--- config.mk ---
export PLATFORM = sky130hd
export DESIGN_NAME = knms_cmp
export DESIGN_NICKNAME = d
export VERILOG_FILES = /design/src/rtl/knms_pkg.sv /design/src/rtl/knms_cmp.sv
export SDC_FILE = /design/constraint.sdc
export NUM_CORES = 1
export LEC_CHECK = 0
export ABC_AREA = 1
export BUFFER_PORTS_ARGS = -buffer_cell sky130_fd_sc_hd__buf_2
export CAP_MARGIN = 20
export CORE_ASPECT_RATIO = 0.8
export CORE_UTILIZATION = 40
export CTS_CLUSTER_DIAMETER = 100
export CTS_CLUSTER_SIZE = 30
export DETAILED_ROUTE_END_ITERATION = 10
export PLACE_DENSITY = 0.66
export SLEW_MARGIN = 30
export SYNTH_ARGS = -nofsm -noshare
export SYNTH_HDL_FRONTEND = slang
export SYNTH_SLANG_ARGS = --single-unit
--- constraint.sdc ---
create_clock -name clk -period 9.08 [get_ports clk]
set_clock_uncertainty 0.2 [all_clocks]
set_input_delay 0.454 -clock clk [delete_from_list [all_inputs] [get_ports clk]]
set_output_delay 0.454 -clock clk [all_outputs]
set_load 0.02 [all_outputs]
--- src/rtl/knms_pkg.sv ---
package knms_pkg;

  localparam int MAX_POINTS  = 1024;
  localparam int COORD_BITS  = 10;
  localparam int SCORE_BITS  = 16;
  localparam int QIDX_BITS   = 10;
  localparam int RAD_BITS    = 4;
  localparam int OP_BITS     = 2;
  localparam int CFG_IDX_BITS = 1;
  localparam int CFG_DATA_BITS = 16;

  localparam int IDX_BITS  = $clog2(MAX_POINTS);
  localparam int CNT_BITS  = $clog2(MAX_POINTS + 1);
  localparam int CMP_BITS  = CNT_BITS + QIDX_BITS;
  localparam int SQ_BITS   = 2 * COORD_BITS;
  localparam int DIST_BITS = SQ_BITS + 1;
  localparam int R2_BITS   = 2 * RAD_BITS;
  localparam int MEM_BITS  = 2 * COORD_BITS + SCORE_BITS;

  // op codes
  localparam logic [OP_BITS-1:0] OP_LOAD  = 2'd0;
  localparam logic [OP_BITS-1:0] OP_QUERY = 2'd1;
  localparam logic [OP_BITS-1:0] OP_CLEAR = 2'd2;

  // config register indexes
  localparam logic [CFG_IDX_BITS-1:0] REG_RADIUS = 1'd0;
  localparam logic [CFG_IDX_BITS-1:0] REG_MARGIN = 1'd1;

  localparam logic [RAD_BITS-1:0] RADIUS_RESET = 4'd5;

  // queried point, held for the whole scan
  typedef struct packed {
    logic [COORD_BITS-1:0] cx;
    logic [COORD_BITS-1:0] cy;
    logic [SCORE_BITS-1:0] own;
  } knms_center_t;

  // compare pipeline status back to the sequencer
  typedef struct packed {
    logic busy;
    logic hit;
  } knms_cmp_stat_t;

endpackage

--- src/rtl/knms_cmp.sv ---
module knms_cmp (
  input  logic                              clk,
  input  logic                              rst_n,
  input  logic                              nb_valid,
  input  logic [knms_pkg::MEM_BITS-1:0]     nb_data,
  input  knms_pkg::knms_center_t            center,
  input  logic [knms_pkg::R2_BITS-1:0]      r2,
  input  logic [knms_pkg::SCORE_BITS-1:0]   margin,
  output knms_pkg::knms_cmp_stat_t          stat
);

  logic [knms_pkg::COORD_BITS-1:0] nx, ny, dx, dy;
  logic [knms_pkg::SCORE_BITS-1:0] ns;
  logic [knms_pkg::SCORE_BITS:0]   ns_plus;
  logic [knms_pkg::DIST_BITS-1:0]  dsq;

  logic                            v1_r, v2_r;
  logic                            same_r, beats_r, hit_r;
  logic [knms_pkg::SQ_BITS-1:0]    sqx_r, sqy_r;

  assign nx = nb_data[knms_pkg::MEM_BITS-1 -: knms_pkg::COORD_BITS];
  assign ny = nb_data[knms_pkg::SCORE_BITS +: knms_pkg::COORD_BITS];
  assign ns = nb_data[knms_pkg::SCORE_BITS-1:0];

  assign dx = (nx > center.cx) ? (nx - center.cx) : (center.cx - nx);
  assign dy = (ny > center.cy) ? (ny - center.cy) : (center.cy - ny);
  assign ns_plus = {1'b0, ns} + {1'b0, margin};

  // stage 1: squares and score test
  always_ff @(posedge clk) begin
    sqx_r   <= knms_pkg::SQ_BITS'(dx) * knms_pkg::SQ_BITS'(dx);
    sqy_r   <= knms_pkg::SQ_BITS'(dy) * knms_pkg::SQ_BITS'(dy);
    same_r  <= (nx == center.cx) && (ny == center.cy);
    beats_r <= ns_plus > {1'b0, center.own};
  end

  assign dsq = {1'b0, sqx_r} + {1'b0, sqy_r};

  // stage 2: distance test
  always_ff @(posedge clk) begin
    hit_r <= v1_r && !same_r && beats_r &&
             (dsq < knms_pkg::DIST_BITS'(r2));
  end

  always_ff @(posedge clk) begin
    if (!rst_n) begin
      v1_r <= 1'b0;
      v2_r <= 1'b0;
    end else begin
      v1_r <= nb_valid;
      v2_r <= v1_r;
    end
  end

  assign stat.busy = v1_r || v2_r;
  assign stat.hit  = v2_r && hit_r;

endmodule

# Word-level counts from Yosys, hierarchy flattened
# Cells that the tools add are included.
[totals]
ff_bits = 45
inputBits = 99
elab_cells = 30
[classes]
addsub = 6
multipliers = 2
n_lt_le_gt_ge = 4
eq_ne = 2
mux = 2
n_reduce_logical = 7
[op_table]
columns = ["operator", "count"]
rows = [
  ["$mul A10 B10 Y20", 2],
  ["$sub A10 B10 Y10", 4],
  ["$add A20 B20 Y21", 1],
  ["$lt A21 B8 Y1", 1],
  ["$eq A10 B10 Y1", 2],
  ["$gt A10 B10 Y1", 2],
  ["$mux W10", 2],
  ["$add A16 B16 Y17", 1],
  ["$gt A17 B16 Y1", 1],
  ["$logic_and A1 B1 Y1", 5],
  ["$logic_not A1 Y1", 1],
  ["$logic_or A1 B1 Y1", 1],
]

# Longest topological paths before layout
# Gate-level depths: netlist of run 1.
[logic_depth]
ltp_word = 4
ltp_mapped = 34
ltp_nobuf = 34

# Worst setup path after synthesis of run 1
# Ideal clock, no wire load.
[synth_timing]
path_kind = "input to register"
from = "in nb_data[16] (netlist name)"
to = "reg sqy_r[16] (netlist name)"
setup_ps = 112
arrival_time_ps = 6152
required_time_ps = 8768
path_slack_ps = 2616
cell_stages = 28
path_cell_list = "inv_1 ha_1 inv_1 fa_1 nand3_1 nand3_2 nand2_2 buf_6 mux2i_4 xor2_4 nor2_2 fa_1 inv_1 fa_1 fa_1 inv_1 fa_1 inv_1 fa_1 inv_1 ha_1 nand2_1 o21ai_0 a21boi_0 o21ai_0 nand3_1 nand3_1 nand2_1"
[synth_via]
elab_chain_len = 3
word_cells_on_any_way = 5
cone_classes = "add/sub: 2; mul: 1; order compare: 1; mux: 1"
[synth_lines]
columns = ["element", "line", "rtl"]
rows = [
  ["from (decl)", "knms_cmp.sv:5", "input logic [knms_pkg::MEM_BITS-1:0] nb_data,"],
  ["$sub A10 B10 Y10 / $gt A10 B10 Y1 (equally long branches)", "knms_cmp.sv:26", "assign dy = (ny > center.cy) ? (ny - center.cy) : (center.cy - ny);"],
  ["$mux W10 (*)", "knms_cmp.sv:26", ""],
  ["$mul A10 B10 Y20 (*)", "knms_cmp.sv:32", "sqy_r <= knms_pkg::SQ_BITS'(dy) * knms_pkg::SQ_BITS'(dy);"],
  ["to (signal assigned)", "knms_cmp.sv:32", ""],
  ["to (decl)", "knms_cmp.sv:19", "logic [knms_pkg::SQ_BITS-1:0] sqx_r, sqy_r;"],
]
# Mark *: on every way between the ends. The rest lies on a longest branch, timed or not.
# A chain may end at the register's enable or synchronous reset.

# Worst setup path in the final report of run 1
[layout_timing]
from = "in nb_data[22] (netlist name)"
to = "reg sqy_r[16] (netlist name)"
# Same word-level chain as after synthesis.

==> results of run 1 <==
==> cells by family (layout without fill, tap and decap cells) <==
kind of cell,Yosys count,count (layout),synth area share (%)
buffers and inverters,327,425,11.7
DFF,43,43,8.03
and+or+nand+nor,514,514,19.8
xor gates and xnor gates,86,86,8.22
muxes,2,2,0.420
adders and majority gates,291,291,41.1
AOI/OAI and AO/OA,206,206,10.7
==> per-stage QoR <==
stage          cell area [um2]  std cells  hold WS (ps)  utilization, %  setup slack (ps)
6_report                 11700       1924           139            44.7              1880
5_1_grt                  11700       1924           163            44.7              1400
4_1_cts                  11700       1924           138            44.7              1850
3_5_place_dp             11600       1916           237            44.2              1560
3_3_place_gp             11600       1916           230            44.2              1570
2_1_floorplan            10700       1469           215               -              2620
==> synth_stat cells, drive strengths merged <==
library cell	instances	area, um2
a211oi	1	7.51
dfxtp	43	861
fa	101	2020
o21bai	8	60.1
nand3b	4	30.0
o21ai	56	307
inv	317	1190
nand4	11	68.8
a21o	5	37.5
nand2	275	1050
o211a	1	10.0
o21a	6	45.0
a31o	2	17.5
ha	190	2380
mux2i	2	45.0
o31ai	3	22.5
a31oi	2	12.5
nor4	2	12.5
buf	7	50.1
and2	1	6.26
clkbuf	3	13.8
o2111ai	1	8.76
xor2	67	714
a21oi	114	571
nor3b	1	7.51
nand3	49	255
o211ai	3	22.5
nor3	13	65.1
nor2	155	612
or2	3	18.8
a21boi	4	30.0
xnor2	19	166
==> cell type report <==
| class | instances | share of cell area [%] |
|---|---|---|
| clock inverter | 2 | 0.107 |
| tap | 357 | 3.81 |
| inverter | 317 | 10.1 |
| multi-input combinational | 1099 | 73.3 |
| clock buffer | 6 | 1.10 |
| sequential | 43 | 7.33 |
| timing repair buffer | 100 | 4.26 |
==> cells in the final DEF (no fill, tap or decap), types with 2 or more instances in the layout <==
cell,synthesis,final
a21boi_0,4,4
a21o_1,5,5
a21oi_1,114,114
a31o_2,2,2
a31oi_1,2,2
buf_2,4,100
clkbuf_16,0,5
dfxtp_1,43,43
fa_1,101,101
ha_1,190,190
inv_1,303,303
inv_2,14,14
mux2i_4,2,2
nand2_1,269,269
nand2_2,6,6
nand3_1,47,47
nand3_2,2,2
nand3b_1,4,4
nand4_1,11,11
nor2_1,143,143
nor2_2,12,12
nor3_1,13,13
nor4_1,2,2
o211ai_1,3,3
o21a_1,6,6
o21ai_0,49,49
o21ai_1,2,2
o21ai_2,4,4
o21bai_1,8,8
o31ai_1,3,3
or2_2,3,3
xnor2_1,19,19
xor2_1,59,59
xor2_2,2,2
xor2_4,6,6
==> metal layers <==
| metal | vias up | global-route usage [%] |
|---|---|---|
| li1 | 4801 | - |
| met1 | 4220 | 29.2 |
| met2 | 285 | 27.2 |
| met3 | 14 | 2.94 |
| met4 | 0 | 1.49 |
| met5 | - | 0 |
==> state kept, by name, indices dropped and copies added (netlist names) <==
signal,count
beats_r,1
v2_r,1
sqx_r,19
hit_r,1
same_r,1
v1_r,1
sqy_r,19
==> worst min path at each step <==
stage | startpoint | end | slack [ps] | cells past startpoint
5_1_grt | nb_valid | v1_r | 160 | 3
3_3_place_gp | v1_r | v2_r | 230 | 2
6_report | nb_valid | v1_r | 140 | 3
4_1_cts | nb_valid | v1_r | 140 | 3
3_5_place_dp | v1_r | v2_r | 240 | 2
2_1_floorplan | v1_r | v2_r | 220 | 2
==> critical path: stages <==
cell and delay [ps]:
buf_2 90, inv_1 40, ha_1 420, nand2_2 130
nor3_1 230, nand2_1 210, nand2_2 340, nand2_1 110
o21ai_2 90, xor2_2 480, nor2_1 150, inv_1 110
fa_1 440, fa_1 540, inv_1 50, fa_1 500
fa_1 540, inv_1 50, fa_1 530, inv_1 40
ha_1 330, nand2_1 70, o21ai_0 400, a21boi_0 230
o21ai_0 320, nand3_1 140, nand3_1 90, nand2_1 50
==> metrics.txt, run 1 <==
CTS root buf=clkbuf_16; syn avg cell area=7.29 um2; post-route ant nets=0; first-pass GRT wire length=between 40000 and 50000 um; core outline area=between 0.02 and 0.03 mm2; drt wl/cell=12.5 um; length of routed met2 wiring=9350 um; r2r worst-path depth=15; drt total wl=24100 um; residual DRC count=0; Critical Path Start=nb_data[22]; die height=148 um; Initial Util=40.8%; fillers=2735; Longest Clk Path Bufs=2; HPWL after detailed placement=between 20000 and 25000 um; Cells after Synth=1469; clock latency on the worst-skew pair=a little under 300 ps; startpoint types=primary input; total gr overflow=0; # IOs=101; CP endpoint kind=register; via/cell ratio=4.84; Post-CTS Hold Fix Bufs=0; FP Rows=53; DR iter-0 viols=655; Final Cycle Share=79.3%; Reg area=861 um2; Max FO, Critical Path=13; final count of negative-setup-slack endpoints=0; multi-input logic area=between 0.008 and 0.009 mm2; ant diodes=0; PostCTS Resize Cnt=0; Worst Max-Slew Pin Slew=556 ps; CP arrival=between 7000 and 8000 ps; syn nets=1859; Port Buf Inserts=100; die area=0.0274 mm2; max_cap viols=0; Seq cells post-synth=43; status=complete, no violations; critical path class=in -> reg; fin crit period=7200 ps; Area Growth Syn to Fin=9.56%; worst r2r src=sqx_r[6]; Syn. warnings=0; Routed met1 length=13000 um; final hold viol count=0; Slew headroom=62.9%; sequential share of the synthesized area=8.03%; synthesized cell area=between 0.01 and 0.015 mm2; routed vias=9320; register clock-pin slew on the reported worst setup and hold paths=~60 ps; number of global-route vias before repair=8878; CTS tree=built; worst min path class=in -> reg; Setup TNS=0 ps; RSZ-0062 raised after global routing=no; Max Clk Rate=139 MHz; WL met3=1660 um; All-Layer GR Usage=18.6%; crit path to=sqy_r[16]; GPL Wtd Cong=0.910; postcts setup bufs=0; share of cells above drive strength 1=10.3%; drt pass-1 iters=6; Die Wd=185 um; H-tree Lvls=2; largest net degree at the start of global routing=14; Req. time, crit path=between 9000 and 10000 ps; Num CTS Buffers=5; R2R Path End=hit_r; initial antenna violation count=0; Worst R2R Setup Slack=5950 ps; max-slew violation count=0; clock tree sinks=43; top sig layer=met4; Netlist cell types=44; Nets=1956
Power of run 1 is left out: the tool's default activity adds up to more than one toggle a clock period on the data nets, which glitch-free logic cannot reach.
==> inputs of run 2 (changes only) <==
--- a/config.mk
+++ b/config.mk
@@ -13,7 +13,7 @@
 export CTS_CLUSTER_DIAMETER = 100
 export CTS_CLUSTER_SIZE = 30
 export DETAILED_ROUTE_END_ITERATION = 10
-export PLACE_DENSITY = 0.66
+export PLACE_DENSITY = 0.68
 export SLEW_MARGIN = 30
 export SYNTH_ARGS = -nofsm -noshare
 export SYNTH_HDL_FRONTEND = slang
==> constraint.sdc (replaced) <==
create_clock -name clk -period 5.86 [get_ports clk]
set_clock_uncertainty 0.2 [all_clocks]
set_input_delay 0.293 -clock clk [delete_from_list [all_inputs] [get_ports clk]]
set_output_delay 0.293 -clock clk [all_outputs]
set_load 0.02 [all_outputs]
==> metrics.txt, run 2 (same netlist as run 1, synthesis figures left out) <==
setup ws final=-72.5 ps (-1960 ps); violated checks=negative setup slack; residual DRC count=0 (unchanged); post-route ant nets=0 (unchanged); CTS tree=built; final count of negative-setup-slack endpoints=2 (+2); Max Clk Rate=169 MHz; HPWL after detailed placement=23800 um (+9.9%); max-slew violation count=0 (unchanged); Final Core Density=57.7% (+13 points); H-tree Lvls=2 (unchanged); drt pass-1 iters=7 (+1); fin crit period=5930 ps; largest net degree at the start of global routing=14 (unchanged); drt total wl=28700 um (+19%); CP arrival=5900 ps (-1280 ps); multi-input logic area=0.00998 mm2 (+16%); drt wl/cell=13.2 um (+5.3%); fillers=2309 (-16%); hold-critical path depth=3 (unchanged); core outline area=0.0263 mm2 (unchanged); Port Buf Inserts=100 (unchanged); Reg area=861 um2 (unchanged); Area Growth Syn to Fin=41.5%; Final Cycle Share=101%; Regs by FF count=sqx_r: 19 flops, sqy_r: 19 flops; Num CTS Buffers=5 (unchanged); DR iter-0 viols=444 (-32%); All-Layer GR Usage=20.4% (+1.9 points); register clock-pin slew on the reported worst setup and hold paths=60 ps (about the same); clock latency on the worst-skew pair=290 ps (about the same); Max FO, Critical Path=4 (-9); number of global-route vias before repair=10067 (+13%); Worst R2R Setup Slack=2870 ps (-3080 ps); most used cell, CP=fa_1; status=complete, but fails checks; Slowest cell on crit path=fa_1; RSZ-0062 raised after global routing=yes; delay of the slowest cell on the worst path=540 ps (about the same); worst min path class=in -> reg; first-pass GRT wire length=45900 um (+10%); initial antenna violation count=0 (unchanged); final hold viol count=0 (unchanged); Initial Util=40.8% (unchanged); r2r worst-path depth=15 (unchanged); clock tree sinks=43 (unchanged); die area=0.0274 mm2 (unchanged); # IOs=101 (unchanged); critical path class=in -> reg; Slew headroom=72.0% (+9.1 points); max_cap viols=0 (unchanged); die height=148 um (unchanged); worst r2r src=sqx_r[6]; GPL Wtd Cong=0.902 (-0.91%); most common cell after layout, fill and taps aside=inv_1; Worst Max-Slew Pin Slew=419 ps (-137 ps); filler-free cell count of the finished design=2174 (+13%); Req. time, crit path=5830 ps (-3240 ps); share of cells above drive strength 1=35.6% (+25 points); R2R Path End=hit_r; Hold EP=v1_r; DP Cell Count=2131 (+11%); Longest Clk Path Bufs=2 (unchanged); FP Rows=53 (unchanged); startpoint types=primary input; CTS root buf=clkbuf_16; routed vias=10463 (+12%); total gr overflow=0 (unchanged); commonest non-fill, non-tap cells in the layout=262 x inv_1, 234 x buf_4, 220 x nand2_1, 144 x ha_1, 111 x nor2_1; hold path startpoint=rst_n; Die Wd=185 um (unchanged); via/cell ratio=4.81 (-0.65%); CP endpoint kind=register; Nets=2205 (+13%)
run 2: stage by stage:
stage	area, um2	setup slack [ps]	hold WS [ps]	setup TNS (ps)
2_1_floorplan	11000	-27.6	186	-27.6
3_3_place_gp	13500	-364	255	-5000
3_5_place_dp	13500	-439	266	-7060
4_1_cts	13900	0.902	2.18	0
5_1_grt	15200	-276	24.0	-2170
6_report	15200	-72.5	5.87	-73.5
run 2: timing repair:
action                     4_1_cts  5_1_grt
pin swaps                       33      130
setup endpoints to repair       14       24
buffers inserted                 8       27
hold buffers                     1        0
resized for setup               52      248
hold endpoints to repair         1        0
run 2: routing by layer:
| metal | GRT usage [%] | vias up | routed length, um |
|---|---|---|---|
| met3 | 2.13 | 28 | 1410 |
| li1 | - | 5308 | - |
| met4 | 1.90 | 0 | 244 |
| met5 | 0 | - | 0 |
| met1 | 31.6 | 4853 | 14500 |
| met2 | 31.3 | 274 | 12500 |
run 2: layout make-up:
class / count / share of cell area [%]
multi-input cells: 1099 / 65.8
diodes: 1 / 0.0165
repair buffers: 349 / 16.6
well taps: 357 / 2.95
clock buffers: 6 / 0.850
flip-flops and latches: 43 / 5.68
clock inverters: 2 / 0.0825
inverters: 317 / 8.01
run 2: critical path, delay by kind of cell:
kind | cells | cell delay, ps
buffers and inverters | 11 | 890
AOI/OAI and AO/OA | 5 | 680
adders and majority gates | 8 | 3250
xor gates and xnor gates | 2 | 320
and+or+nand+nor | 5 | 460
run 2: worst max path at each step:
stage	from	endpoint	slack (ps)	depth (start not counted)
after floorplan	nb_data[16]	sqy_r[16]	-30	28
after global placement	nb_data[16]	sqy_r[16]	-360	32
after detailed placement	nb_data[16]	sqy_r[16]	-440	32
after CTS	nb_data[26]	sqx_r[16]	0.9	29
after global routing	nb_data[22]	sqy_r[14]	-280	31
final	nb_data[16]	sqy_r[14]	-70	31
Power of run 2 is left out for the same reason.
